`src/hdl/gwsp_pkg.sv`:
```
package gwsp_pkg;

   // Parser phase
   typedef enum logic [1:0] {
      PH_LETTER,
      PH_SIGN0,
      PH_SIGN1,
      PH_NUMBER
   } phase_type;

   // Result kind
   typedef enum logic [2:0] {
      KIND_VALUE,
      KIND_MODAL_G,
      KIND_STORED_G,
      KIND_M_WORD,
      KIND_UNSUPPORTED_G,
      KIND_UNKNOWN
   } kind_type;

   // Word codes
   localparam logic [3:0] CODE_A = 4'd0;
   localparam logic [3:0] CODE_B = 4'd1;
   localparam logic [3:0] CODE_C = 4'd2;
   localparam logic [3:0] CODE_F = 4'd3;
   localparam logic [3:0] CODE_G = 4'd4;
   localparam logic [3:0] CODE_M = 4'd5;
   localparam logic [3:0] CODE_N = 4'd6;
   localparam logic [3:0] CODE_P = 4'd7;
   localparam logic [3:0] CODE_S = 4'd8;
   localparam logic [3:0] CODE_X = 4'd9;
   localparam logic [3:0] CODE_Y = 4'd10;
   localparam logic [3:0] CODE_Z = 4'd11;

   localparam int WORD_COUNT = 12;

   // Characters
   localparam logic [7:0] CH_PLUS  = 8'h2B;
   localparam logic [7:0] CH_MINUS = 8'h2D;
   localparam logic [7:0] CH_POINT = 8'h2E;
   localparam logic [7:0] CH_SPACE = 8'h20;
   localparam logic [7:0] CH_ZERO  = 8'h30;
   localparam logic [7:0] CH_NINE  = 8'h39;
   localparam logic [7:0] CH_LOWER = 8'h20;

   // G numbers with a meaning
   localparam logic [6:0] G_RAPID    = 7'd0;
   localparam logic [6:0] G_LINEAR   = 7'd1;
   localparam logic [6:0] G_DWELL    = 7'd4;
   localparam logic [6:0] G_INCH     = 7'd20;
   localparam logic [6:0] G_MM       = 7'd21;
   localparam logic [6:0] G_HOME     = 7'd28;
   localparam logic [6:0] G_ABSOLUTE = 7'd90;
   localparam logic [6:0] G_INCREMENTAL = 7'd91;
   localparam logic [6:0] G_SET_POS  = 7'd92;

   // One result word
   typedef struct packed {
      logic                  last;
      logic [WORD_COUNT-1:0] words_mask;
      logic                  axis_cmd_seen;
      logic                  distance_incremental;
      logic                  metric_units;
      logic                  feed_linear;
      logic [6:0]            g_number;
      logic [31:0]           value;
      logic [3:0]            word_code;
      kind_type              kind;
   } result_type;

   // Powers of ten up to one million
   function automatic logic [19:0] pow10_of(input logic [2:0] n);
      logic [19:0] p;
      case (n)
         3'd0:    p = 20'd1;
         3'd1:    p = 20'd10;
         3'd2:    p = 20'd100;
         3'd3:    p = 20'd1000;
         3'd4:    p = 20'd10000;
         3'd5:    p = 20'd100000;
         3'd6:    p = 20'd1000000;
         default: p = 20'd1;
      endcase
      return p;
   endfunction

   // Map a letter of either case to {known, word code}
   function automatic logic [4:0] letter_code(input logic [7:0] c);
      logic [4:0] r;
      case (c | CH_LOWER)
         "a":     r = {1'b1, CODE_A};
         "b":     r = {1'b1, CODE_B};
         "c":     r = {1'b1, CODE_C};
         "f":     r = {1'b1, CODE_F};
         "g":     r = {1'b1, CODE_G};
         "m":     r = {1'b1, CODE_M};
         "n":     r = {1'b1, CODE_N};
         "p":     r = {1'b1, CODE_P};
         "s":     r = {1'b1, CODE_S};
         "x":     r = {1'b1, CODE_X};
         "y":     r = {1'b1, CODE_Y};
         "z":     r = {1'b1, CODE_Z};
         default: r = {1'b0, CODE_A};
      endcase
      return r;
   endfunction

endpackage

```
`src/hdl/gcode_word_stream_parser.sv`:
```
// An accepted character sits in the input register, then its result words enter the queue.
// Throughput: one character per cycle while the queue has room. A character that ends a word
// and is also an unknown letter pushes two result words, and the result port drains at most
// one per cycle, so a four-word queue absorbs bursts; the input waits unless two slots are
// free, or one is free and a word is being popped.
// Synchronous active-high reset: expect a word letter, clear modal state, flags and queue.
module gcode_word_stream_parser
   import gwsp_pkg::*;
#(
   parameter int FRACTION_DIGITS = 4,
   parameter int VALUE_WIDTH     = 32
) (
   input  logic        clock,
   input  logic        reset,
   // Character channel
   input  logic        req_tvalid,
   output logic        req_tready,
   input  logic [7:0]  req_tdata,   // [7:0] ch
   input  logic        req_tlast,   // end_of_block
   // Result channel
   output logic        rsp_tvalid,
   input  logic        rsp_tready,
   // [3:0] word_code, [35:4] value, [42:36] g_number, [43] feed_linear,
   // [44] metric_units, [45] distance_incremental, [46] axis_cmd_seen,
   // [58:47] words_mask, [63:59] zero
   output logic [63:0] rsp_tdata,
   output logic [2:0]  rsp_tuser,   // [2:0] kind
   output logic        rsp_tlast    // last
);

   // Magnitude width, and a sum width wide enough for acc*10 + 9*10^6
   localparam int MW = VALUE_WIDTH - 1;
   localparam int SW = VALUE_WIDTH + 24;
   localparam logic [2:0]    FD3    = 3'(FRACTION_DIGITS);
   localparam logic [MW-1:0] MAXMAG = '1;
   localparam logic [SW-1:0] POW_FD = SW'(pow10_of(FD3));
   // Integer part of a saturated magnitude
   localparam logic [SW-1:0] SAT_IP = SW'(MAXMAG) / POW_FD;
   localparam logic          SAT_IP_BIG = (SAT_IP >= SW'(128));
   localparam logic [6:0]    SAT_IP7 = SAT_IP[6:0];

   localparam int QDEPTH = 4;
   localparam int QPW    = $clog2(QDEPTH);

   // ------------------------------------------------------------------
   // Input register
   // ------------------------------------------------------------------
   logic       in_valid_ff, in_valid_in;
   logic [7:0] in_ch_ff;
   logic       in_eob_ff;
   logic       fire;

   assign req_tready  = !in_valid_ff || fire;
   assign in_valid_in = req_tready ? req_tvalid : in_valid_ff;

   always_ff @(posedge clock) begin
      if (reset) begin
         in_valid_ff <= 1'b0;
      end else begin
         in_valid_ff <= in_valid_in;
      end
   end

   // Payload: load on every accepted character
   always_ff @(posedge clock) begin
      if (req_tvalid && req_tready) begin
         in_ch_ff  <= req_tdata;
         in_eob_ff <= req_tlast;
      end
   end

   // ------------------------------------------------------------------
   // Parser state
   // ------------------------------------------------------------------
   phase_type             phase_ff, phase_in;
   logic [3:0]            pending_ff, pending_in;
   logic [MW-1:0]         acc_ff, acc_in;
   logic                  neg_ff, neg_in;
   logic [2:0]            fd_ff, fd_in;
   // Integer part of the number, tracked alongside the magnitude
   logic [6:0]            ip_ff, ip_in;
   logic                  ip_big_ff, ip_big_in;
   logic                  motion_ff, motion_in;
   logic                  units_ff, units_in;
   logic                  dist_ff, dist_in;
   logic [WORD_COUNT-1:0] mask_ff, mask_in;
   logic                  axis_ff, axis_in;
   logic [6:0]            gnum_ff, gnum_in;

   // ------------------------------------------------------------------
   // Character decode
   // ------------------------------------------------------------------
   logic       in_number, is_digit, lc_known;
   logic [3:0] digit, lc_code;
   logic [4:0] lc_word;
   logic       take_plus, take_minus, take_digit, take_point;
   logic       at_letter, do_finish, new_word, unknown;

   assign lc_word   = letter_code(in_ch_ff);
   assign lc_known  = lc_word[4];
   assign lc_code   = lc_word[3:0];
   assign digit     = 4'(in_ch_ff - CH_ZERO);
   assign is_digit  = (in_ch_ff >= CH_ZERO) && (in_ch_ff <= CH_NINE);
   assign in_number = (phase_ff != PH_LETTER);

   assign take_plus  = !in_eob_ff && (phase_ff == PH_SIGN0) && (in_ch_ff == CH_PLUS);
   assign take_minus = !in_eob_ff && ((phase_ff == PH_SIGN0) || (phase_ff == PH_SIGN1))
                       && (in_ch_ff == CH_MINUS);
   assign take_digit = !in_eob_ff && in_number && is_digit;
   assign take_point = !in_eob_ff && in_number && (in_ch_ff == CH_POINT) && (fd_ff == 3'd0);

   // Character falls through to word letter handling
   assign at_letter = !in_eob_ff && !(take_plus || take_minus || take_digit || take_point);
   // Any character that cannot continue the number closes the pending word
   assign do_finish = in_number && (in_eob_ff || at_letter);
   assign new_word  = at_letter && lc_known;
   assign unknown   = at_letter && !lc_known && (in_ch_ff != CH_SPACE);

   // ------------------------------------------------------------------
   // Number accumulation
   // ------------------------------------------------------------------
   logic [SW-1:0] acc_x10, int_sum, frac_sum, step_sum;
   logic          step_sat, frac_live;
   logic [10:0]   ip_x10;

   assign acc_x10   = (SW'(acc_ff) << 3) + (SW'(acc_ff) << 1);
   assign int_sum   = acc_x10 + SW'(digit) * POW_FD;
   assign frac_sum  = SW'(acc_ff) + SW'(digit) * SW'(pow10_of(FD3 - fd_ff));
   assign frac_live = (fd_ff != 3'd0) && (fd_ff <= FD3);
   assign step_sum  = (fd_ff == 3'd0) ? int_sum : frac_sum;
   assign step_sat  = step_sum > SW'(MAXMAG);
   assign ip_x10    = (11'(ip_ff) << 3) + (11'(ip_ff) << 1) + 11'(digit);

   // ------------------------------------------------------------------
   // Word completion
   // ------------------------------------------------------------------
   kind_type                  fin_kind;
   logic                      motion_mid, units_mid, dist_mid, axis_mid;
   logic [6:0]                gnum_mid;
   logic [WORD_COUNT-1:0]     mask_mid;
   logic signed [VALUE_WIDTH-1:0] sval;
   logic [31:0]               val32;

   assign sval  = neg_ff ? -$signed({1'b0, acc_ff}) : $signed({1'b0, acc_ff});
   assign val32 = 32'(sval);

   // Status after the completed word has taken effect
   always_comb begin
      fin_kind   = KIND_VALUE;
      motion_mid = motion_ff;
      units_mid  = units_ff;
      dist_mid   = dist_ff;
      axis_mid   = axis_ff;
      gnum_mid   = gnum_ff;
      mask_mid   = mask_ff;
      if (pending_ff == CODE_G) begin
         fin_kind = KIND_UNSUPPORTED_G;
         if (ip_big_ff || (neg_ff && (ip_ff != 7'd0))) begin
            fin_kind = KIND_UNSUPPORTED_G;
         end else begin
            case (ip_ff)
               G_RAPID, G_LINEAR: begin
                  fin_kind   = KIND_MODAL_G;
                  motion_mid = (ip_ff == G_LINEAR);
               end
               G_INCH, G_MM: begin
                  fin_kind  = KIND_MODAL_G;
                  units_mid = (ip_ff == G_MM);
               end
               G_ABSOLUTE, G_INCREMENTAL: begin
                  fin_kind = KIND_MODAL_G;
                  dist_mid = (ip_ff == G_INCREMENTAL);
               end
               G_DWELL: begin
                  fin_kind = KIND_STORED_G;
                  gnum_mid = ip_ff;
               end
               G_HOME, G_SET_POS: begin
                  fin_kind = KIND_STORED_G;
                  gnum_mid = ip_ff;
                  axis_mid = 1'b1;
               end
               default: begin
                  fin_kind = KIND_UNSUPPORTED_G;
               end
            endcase
         end
      end else if (pending_ff == CODE_M) begin
         fin_kind = KIND_M_WORD;
      end else begin
         mask_mid = mask_ff | (WORD_COUNT'(1) << pending_ff);
      end
      if (!do_finish) begin
         fin_kind   = KIND_VALUE;
         motion_mid = motion_ff;
         units_mid  = units_ff;
         dist_mid   = dist_ff;
         axis_mid   = axis_ff;
         gnum_mid   = gnum_ff;
         mask_mid   = mask_ff;
      end
   end

   // ------------------------------------------------------------------
   // Next phase
   // ------------------------------------------------------------------
   always_comb begin
      phase_in = phase_ff;
      if (fire) begin
         if (in_eob_ff) begin
            phase_in = PH_LETTER;
         end else if (take_plus) begin
            phase_in = PH_SIGN1;
         end else if (take_minus || take_digit || take_point) begin
            phase_in = PH_NUMBER;
         end else if (new_word) begin
            phase_in = PH_SIGN0;
         end else begin
            phase_in = PH_LETTER;
         end
      end
   end

   // ------------------------------------------------------------------
   // Next datapath state
   // ------------------------------------------------------------------
   always_comb begin
      pending_in = pending_ff;
      acc_in     = acc_ff;
      neg_in     = neg_ff;
      fd_in      = fd_ff;
      ip_in      = ip_ff;
      ip_big_in  = ip_big_ff;
      motion_in  = motion_ff;
      units_in   = units_ff;
      dist_in    = dist_ff;
      mask_in    = mask_ff;
      axis_in    = axis_ff;
      gnum_in    = gnum_ff;
      if (fire) begin
         motion_in = motion_mid;
         units_in  = units_mid;
         dist_in   = dist_mid;
         gnum_in   = gnum_mid;
         // Clear block flags at the terminator, after the last word reports them
         mask_in   = in_eob_ff ? '0 : mask_mid;
         axis_in   = in_eob_ff ? 1'b0 : axis_mid;
         if (take_minus) begin
            neg_in = 1'b1;
         end
         if (take_point) begin
            fd_in = 3'd1;
         end
         if (take_digit && ((fd_ff == 3'd0) || frac_live)) begin
            if (frac_live) begin
               fd_in = fd_ff + 3'd1;
            end
            if (step_sat) begin
               acc_in    = MAXMAG;
               ip_in     = SAT_IP7;
               ip_big_in = SAT_IP_BIG;
            end else begin
               acc_in = step_sum[MW-1:0];
               if (fd_ff == 3'd0) begin
                  ip_in     = ip_x10[6:0];
                  ip_big_in = ip_big_ff || (ip_x10 >= 11'd128);
               end
            end
         end
         if (new_word) begin
            pending_in = lc_code;
            acc_in     = '0;
            neg_in     = 1'b0;
            fd_in      = 3'd0;
            ip_in      = 7'd0;
            ip_big_in  = 1'b0;
         end
      end
   end

   always_ff @(posedge clock) begin
      if (reset) begin
         phase_ff   <= PH_LETTER;
         pending_ff <= '0;
         acc_ff     <= '0;
         neg_ff     <= 1'b0;
         fd_ff      <= 3'd0;
         ip_ff      <= 7'd0;
         ip_big_ff  <= 1'b0;
         motion_ff  <= 1'b0;
         units_ff   <= 1'b0;
         dist_ff    <= 1'b0;
         mask_ff    <= '0;
         axis_ff    <= 1'b0;
         gnum_ff    <= 7'd0;
      end else begin
         phase_ff   <= phase_in;
         pending_ff <= pending_in;
         acc_ff     <= acc_in;
         neg_ff     <= neg_in;
         fd_ff      <= fd_in;
         ip_ff      <= ip_in;
         ip_big_ff  <= ip_big_in;
         motion_ff  <= motion_in;
         units_ff   <= units_in;
         dist_ff    <= dist_in;
         mask_ff    <= mask_in;
         axis_ff    <= axis_in;
         gnum_ff    <= gnum_in;
      end
   end

   // ------------------------------------------------------------------
   // Result words for this character
   // ------------------------------------------------------------------
   result_type fin_word, unk_word, push0, push1;
   logic       push0_v, push1_v;

   always_comb begin
      fin_word.kind                 = fin_kind;
      fin_word.word_code            = pending_ff;
      fin_word.value                = val32;
      fin_word.g_number             = gnum_mid;
      fin_word.feed_linear          = motion_mid;
      fin_word.metric_units         = units_mid;
      fin_word.distance_incremental = dist_mid;
      fin_word.axis_cmd_seen        = axis_mid;
      fin_word.words_mask           = mask_mid;
      fin_word.last                 = !unknown;

      unk_word          = fin_word;
      unk_word.kind      = KIND_UNKNOWN;
      unk_word.word_code = CODE_A;
      unk_word.value     = 32'd0;
      unk_word.last      = 1'b1;
   end

   assign push0_v = fire && (do_finish || unknown);
   assign push1_v = fire && do_finish && unknown;
   assign push0   = do_finish ? fin_word : unk_word;
   assign push1   = unk_word;

   // ------------------------------------------------------------------
   // Result queue
   // ------------------------------------------------------------------
   result_type q_ff [QDEPTH];
   logic [QPW-1:0] wr_ptr_ff, wr_ptr_in, rd_ptr_ff, rd_ptr_in;
   logic [QPW:0]   cnt_ff, cnt_in;
   logic           pop;
   logic [1:0]     push_n;
   result_type     head;

   assign pop    = rsp_tvalid && rsp_tready;
   assign push_n = {1'b0, push0_v} + {1'b0, push1_v};
   // Process a character only when both of its possible words fit
   assign fire   = in_valid_ff
                   && ((cnt_ff <= (QPW+1)'(QDEPTH - 2))
                       || ((cnt_ff == (QPW+1)'(QDEPTH - 1)) && pop));

   assign wr_ptr_in = wr_ptr_ff + QPW'(push_n);
   assign rd_ptr_in = rd_ptr_ff + QPW'(pop);
   assign cnt_in    = cnt_ff + (QPW+1)'(push_n) - (QPW+1)'(pop);

   always_ff @(posedge clock) begin
      if (reset) begin
         wr_ptr_ff <= '0;
         rd_ptr_ff <= '0;
         cnt_ff    <= '0;
      end else begin
         wr_ptr_ff <= wr_ptr_in;
         rd_ptr_ff <= rd_ptr_in;
         cnt_ff    <= cnt_in;
      end
   end

   always_ff @(posedge clock) begin
      if (push0_v) begin
         q_ff[wr_ptr_ff] <= push0;
      end
      if (push1_v) begin
         q_ff[wr_ptr_ff + QPW'(1)] <= push1;
      end
   end

   assign head       = q_ff[rd_ptr_ff];
   assign rsp_tvalid = (cnt_ff != '0);
   assign rsp_tuser  = head.kind;
   assign rsp_tlast  = head.last;
   assign rsp_tdata  = {5'd0, head.words_mask, head.axis_cmd_seen,
                        head.distance_incremental, head.metric_units, head.feed_linear,
                        head.g_number, head.value, head.word_code};

   // ------------------------------------------------------------------
   // Assertions
   // ------------------------------------------------------------------
   a_queue_bound: assert property (@(posedge clock) disable iff (reset)
      cnt_ff <= (QPW+1)'(QDEPTH))
      else $error("result queue overfilled");

   a_eob_resets_phase: assert property (@(posedge clock) disable iff (reset)
      fire && in_eob_ff |=> phase_ff == PH_LETTER && mask_ff == '0 && !axis_ff)
      else $error("terminator left block state behind");

   a_unknown_payload: assert property (@(posedge clock) disable iff (reset)
      rsp_tvalid && (rsp_tuser == KIND_UNKNOWN) |-> rsp_tdata[35:0] == 36'd0 && rsp_tlast)
      else $error("unknown letter word carries a value");

   a_fraction_bound: assert property (@(posedge clock) disable iff (reset)
      fd_ff <= FD3 + 3'd1)
      else $error("fraction digit count out of range");

   a_accepted_gets_done: assert property (@(posedge clock) disable iff (reset)
      in_valid_ff && !fire && (cnt_ff == '0) |-> 1'b0)
      else $error("parse stage stalled with an empty queue");

endmodule
```
`config.mk`:
```
export PLATFORM = sky130hd
export DESIGN_NAME = gcode_word_stream_parser
export DESIGN_NICKNAME = d
export VERILOG_FILES = /design/src/hdl/gwsp_pkg.sv /design/src/hdl/gcode_word_stream_parser.sv
export SDC_FILE = /design/constraint.sdc
export NUM_CORES = 1
export LEC_CHECK = 0
export ABC_AREA = 1
export BUFFER_PORTS_ARGS = -buffer_cell sky130_fd_sc_hd__buf_2
export CORE_ASPECT_RATIO = 1.1
export CORE_UTILIZATION = 37
export CTS_CLUSTER_DIAMETER = 50
export CTS_CLUSTER_SIZE = 12
export DETAILED_ROUTE_END_ITERATION = 10
export GPL_TIMING_DRIVEN = 0
export RECOVER_POWER = 100
export SLEW_MARGIN = 20
export SYNTH_ARGS = -nofsm -noshare
export SYNTH_HDL_FRONTEND = slang
export SYNTH_SLANG_ARGS = --single-unit
```
`constraint.sdc`:
```
create_clock -name clock -period 7.5 [get_ports clock]
set_input_delay 0.75 -clock clock [delete_from_list [all_inputs] [get_ports clock]]
set_output_delay 0.75 -clock clock [all_outputs]
set_load 0.005 [all_outputs]
```
# Yosys cells after proc, flatten, opt, wreduce, memory -nomap -nowiden
# Memories as Yosys holds them, arrays and structs flattened. A register that Yosys moved wholly into a read port is not among the register bits.
# Index checks and enable logic that the tools add are counted.
[classes] mul=2 muxes=60 n_addsub=15 bitwise_logic=1 n_lt_le_gt_ge=6 n_eq_ne=35 reduce_logical=61 shift=1
[op_table] op="20-bit case mux with 6 select lines" count=1
[op_table] op="31-bit two-way mux" count=3
[op_table] op="7-bit by 6-bit equality test with 1-bit output (second input constant)" count=12
[op_table] op="63-bit two-way mux" count=1
[op_table] op="5-bit case mux with 12 select lines" count=1
[op_table] op="7-bit two-way mux" count=8
[op_table] op="12-bit two-way mux" count=4
[op_table] op="35-bit by 18-bit adder with 36-bit output" count=1
[op_table] op="36-bit by 31-bit greater-than comparator with 1-bit output (second input constant)" count=1
[op_table] op="36-bit two-way mux" count=1
[op_table] op="34-bit by 32-bit adder with 35-bit output" count=1
[op_table] op="31-bit by 24-bit adder with 32-bit output" count=1
[op_table] op="32-bit two-way mux" count=1
[op_table] op="31-bit negation with 32-bit output" count=1
[op_table] op="1-bit two-way mux" count=28
[op_table] op="8-bit by 6-bit equality test with 1-bit output (second input constant)" count=3
[op_table] op="1-bit logical AND" count=24
[op_table] op="4-bit by 20-bit multiplier with 24-bit output" count=1
[op_table] op="7-bit by 5-bit equality test with 1-bit output (second input constant)" count=3
[op_table] op="7-bit equality test (second input constant)" count=3
[op_table] op="3-bit two-way mux" count=6
[op_table] op="4-bit by 10-bit multiplier with 14-bit output (second input constant)" count=1
[op_table] op="1-bit logical OR" count=13
[op_table] op="12-bit bitwise OR" count=1
[op_table] op="other kinds (39)" count=61
[word_totals] regBits=89 inputBits=13 mem_bits_rw=252 output_inout_bits=70 mem_count=1
[memory_table] name="q_ff" depth=4 width=63 read_ports=1 rd_clocked_by_memory_dff=1 wr=2 line="gcode_word_stream_parser.sv:346" source="result_type q_ff [QDEPTH];"

# Longest topological paths before layout
[depth] depth_word=16 mapped_depth=32 ltp_nobuf=32

# Worst setup path before layout
# No wires, ideal clock.
[synth_timing] kind="flip-flop to flip-flop" startpoint="register in_ch_ff[2]" endpoint="register ip_ff[0]" path_buffers=2 slack_ns=2.231 stages_incl_launch_ff=28 setup_ns=0.115 arrival_time_ns=5.154 required_ns=7.385 path_cell_list="edfxtp_1 inv_1 buf_1 fa_1 inv_1 ha_1 inv_1 fa_1 o21ai_0 nand2_1 a21oi_1 xor2_1 fa_1 ha_1 nand2_1 nor2_1 nand2_1 nor2_1 nand2_1 nand2_1 nand2_1 nand3_1 nand3_1 nor2_4 nand3_2 buf_2 a21oi_1 nor2_1"
[synth_between] elab_chain_cells=10
[synth_rtl] element="from (decl)" line="gcode_word_stream_parser.sv:49" source="logic [7:0] in_ch_ff;"
[synth_rtl] element="from (signal assigned)" line="gcode_word_stream_parser.sv:67" source="in_ch_ff <= req_tdata;"
[synth_rtl] element="branches (longest 10 deep; another with 36-bit by 31-bit greater-than comparator with 1-bit output)"
[synth_rtl] element="to (signal assigned)" line="gcode_word_stream_parser.sv:302" source="ip_ff <= ip_in;"
[synth_rtl] element="to (decl)" line="gcode_word_stream_parser.sv:81" source="logic [6:0] ip_ff, ip_in;"
# Several ways; the timed one is not identified. The select of a mux whose other input is x is not followed.
# A chain may end at the register's enable or synchronous reset.

# Final worst setup path
[layout_timing] startpoint="register in_ch_ff[2]" endpoint="register acc_ff[29]"
[layout_between] elab_chain_cells=10
[layout_rtl] element="branches (longest 10 deep; another with 36-bit by 31-bit greater-than comparator with 1-bit output)"
[layout_rtl] element="to (signal assigned)" line="gcode_word_stream_parser.sv:299" source="acc_ff <= acc_in;"
[layout_rtl] element="to (decl)" line="gcode_word_stream_parser.sv:77" source="logic [MW-1:0] acc_ff, acc_in;"
# Several ways; the timed one is not identified. The select of a mux whose other input is x is not followed.

==> flow_metrics.env <==
export IMPL_status="finished with violations"
export IMPL_violations="capacitance limit, slew limit"
export IMPL_synthAdderAreaFrac_pct=13.94
export IMPL_die_x_um=236.2
export IMPL_grt_pass1_wl_mm=107.1
export IMPL_final_cell_mix="885 x nand2_1, 495 x nor2_1, 345 x inv_1"
export IMPL_maxCapViolCount=1
export IMPL_cts_resized=0
export IMPL_area_growth_pct=10.76
export IMPL_drv_slew=28
export IMPL_io_buffers=76
export IMPL_place_congestion=0.9361
export IMPL_whs_endpoint="in_ch_ff[3]"
export IMPL_ys_warn_count=0
export IMPL_critPathKind="reg -> reg"
export IMPL_drc_errors=0
export IMPL_swShare_pct=35.48
export IMPL_synth_compound_area_share_pct=12.55
export IMPL_gr_total_overflow=0
export IMPL_fin_setup_tns_ns=0
export IMPL_wl_per_cell_um=16.94
export IMPL_worstReg2RegEnd="acc_ff[29]"
export IMPL_finalHoldViolations=0
export IMPL_synthSimpleGateAreaFrac_pct=28.04
export IMPL_tightest_slew_ns=1.534
export IMPL_diodes=0
export IMPL_postSynthAreaPerCell_um2=7.094
export IMPL_rsz0062_at_grt="no"
export IMPL_antenna_found_initial=0
export IMPL_antenna_left=0
export IMPL_routed_via_density=5.014
export IMPL_clock_path_buffers=3
export IMPL_setup_viol=0
export IMPL_path_clk_slew_ns=0.06
export IMPL_synth_top_family_by_area="simple AND/OR/NAND/NOR gates"
export IMPL_postLayoutCoreUtil_pct=41.37
export IMPL_insertion_delay_ns=0.57
export IMPL_async_reset_ff_share_pct=0
export IMPL_fillCellCount=6351
export IMPL_synth_enable_flop_cells=101
export IMPL_arrival_ns=7.48
export IMPL_hold_path_class="in -> reg"
export IMPL_clock_sinks=341
export IMPL_routed_wl_mm=68.81
export IMPL_drive_above_1_share_pct=4.160
export IMPL_ys_types=56
export IMPL_synth_cells=3146
export IMPL_cts_tree="done"
export IMPL_die_area_um2=61300
export IMPL_peakVddDrop_v=0.0001504
export IMPL_drt_iter0_markers=1459
export IMPL_cts_max_level=2
export IMPL_synth_area_um2=22320
export IMPL_timing_rr_start="in_ch_ff[2]"
export IMPL_row_count=94
export IMPL_numCtsBuffers=39
export IMPL_p_clk_share_pct=34.5
export IMPL_slew_headroom_pct=-2.490
export IMPL_grt_pass1_vias=19287
export IMPL_p_seq_share_pct=37.3
export IMPL_drt_pass1_iter_count=7
export IMPL_crit_path_end_kind="flip-flop"
export IMPL_hold_buffers=0
export IMPL_postCtsSetupRepairBufs=0
export IMPL_min_path_cells=1
export IMPL_worstPathMaxFanout=13
export IMPL_crit_slowest_cell="edfxtp_1"
export IMPL_ys_dominant_reg_cell="dfxtp_1"
export IMPL_dieHeight_um=259.6
export IMPL_path_common_cell="nand2_1"
export IMPL_final_nets=3486
export IMPL_cts_root_buffer="clkbuf_16"
export IMPL_max_stage_delay_ns=0.69
export IMPL_core_um2=59750
export IMPL_start_kind="flip-flop"
export IMPL_io_pins=83
export IMPL_rrSetupSlack_ns=0.42
export IMPL_fmax_ghz=0.1412
export IMPL_p_comb_share_pct=28.2
export IMPL_num_vias=20363
export IMPL_synth_xor_area_share_pct=1.609
export IMPL_final_common_cell="nand2_1"
export IMPL_p_leak_nw=11.55
export IMPL_p_sw_w=0.001904
export IMPL_crit_required_ns=7.90
export IMPL_synth_mux_area_share_pct=0
export IMPL_min_period_over_period_pct=94.44
export IMPL_synth_seq_cells=341
export IMPL_finClkSkew_ns=0.02197
export IMPL_power_density_nw_per_um2=217.2
export IMPL_hpwl_mm=52.51
export IMPL_grtUsageTotal_pct=22.25
export IMPL_worstRegToRegCells=27
export IMPL_grt_max_degree=28
export IMPL_internal_power_w=0.003463
export IMPL_seq_area_frac_synth_pct=35.12
export IMPL_worstHoldStart="req_tdata[3]"
export IMPL_fin_crit_ns=7.083
export IMPL_start_util_pct=37.35
critical path: cells and delay by family (launching register included):
kind,cells,cell delay (ns)
flops,1,0.69
simple gates,13,1.75
compound gates,3,0.54
buf+inv,5,1.31
fa+ha+maj,5,2.25
xor+xnor,1,0.37
synthesized netlist by cell type, drive strengths merged (2+ instances only):
cell	number	area (um^2)
o21bai	21	157.7
nor4	7	50.05
ha	135	1689
fa	71	1421
a211oi	8	60.06
clkbuf	74	277.8
nor3	26	162.7
nand4	14	87.58
o211ai	4	30.03
dfxtp	240	4805
o31ai	2	15.01
nand3	106	540.5
o21ai	221	1106
edfxtp	101	3033
nand3b	3	22.52
nand2	891	3405
clkinv	4	17.52
a21o	4	30.03
o22ai	65	406.6
inv	352	1321
and2	3	18.77
nor2	499	1891
a21oi	158	802.0
o22a	4	35.03
a31oi	11	68.82
or2	9	56.31
o21a	5	37.54
xnor2	13	113.9
xor2	28	245.2
buf	57	330.3
layout make-up:
type / instances / area (um^2) / area share (%)
plain buffers: 131 / 568.0 / 2.298
clock buffers: 56 / 1071 / 4.333
clock inverters: 11 / 125.1 / 0.5062
inverters: 356 / 1339 / 5.416
multi-input cells: 2322 / 12500 / 50.56
flip-flops and latches: 341 / 7838 / 31.71
well taps: 768 / 960.9 / 3.887
repair buffers: 76 / 320.3 / 1.296
kinds of logic after synthesis:
group,after synthesis
other,1
adders and majority gates,206
and+or+nand+nor,1561
xor gates and xnor gates,41
DFF,341
AOI/OAI and AO/OA,509
buffers and inverters,487
flip-flops by register name (all words and copies together), names as in the netlist:
register	flops
acc_ff	31
wr_ptr_ff	2
cnt_ff	3
in_ch_ff	8
rd_ptr_ff	2
gnum_ff	7
dist_ff	1
in_eob_ff	1
ip_ff	7
fd_ff	3
in_valid_ff	1
axis_ff	1
pending_ff	4
q_ff	252
neg_ff	1
motion_ff	1
units_ff	1
ip_big_ff	1
phase_ff	2
mask_ff	12
per-layer routing:
layer,vias up,wire (um),global-route usage (%)
li1,10304,-,-
met1,9526,31140,29.23
met2,456,32980,38.70
met3,77,3143,2.325
met4,0,1538,6.169
met5,-,0,0
worst max path at each step:
stage | cells past startpoint | to | slack, ns | start
after CTS | 27 | acc_ff[29] | 0.41 | in_ch_ff[2]
final | 27 | acc_ff[29] | 0.42 | in_ch_ff[2]
after floorplan | 27 | ip_ff[0] | 2.23 | in_ch_ff[2]
after global placement | 27 | acc_ff[29] | 0.47 | in_ch_ff[2]
after detailed placement | 27 | acc_ff[29] | 0.45 | in_ch_ff[2]
after global routing | 27 | ip_ff[4] | 0.07 | in_ch_ff[2]
stage by stage:
step | std cells | hold WS, ns | cell area, um^2 | total power (W) | worst slack (ns)
after floorplan | 3150 | 0.4136 | 22330 | 0.002964 | 2.231
after global placement | 3994 | 0.4224 | 23670 | 0.003580 | 0.4712
after detailed placement | 3994 | 0.4270 | 23670 | 0.003585 | 0.4510
after CTS | 4061 | 0.3323 | 24870 | 0.005422 | 0.4055
after global routing | 4061 | 0.3481 | 24720 | 0.005621 | 0.07305
final | 4061 | 0.3533 | 24720 | 0.005368 | 0.4173
power groups by stage:
stage / registers (W) / clock network, W / logic [W]
floorplan: 0.00203 / 0 / 0.000934
global placement: 0.00204 / 0 / 0.00154
detailed placement: 0.00204 / 0 / 0.00154
CTS: 0.00200 / 0.00187 / 0.00155
global route: 0.00201 / 0.00194 / 0.00168
finish: 0.00200 / 0.00185 / 0.00151
Note: power is estimated with default switching activity, not from simulation.
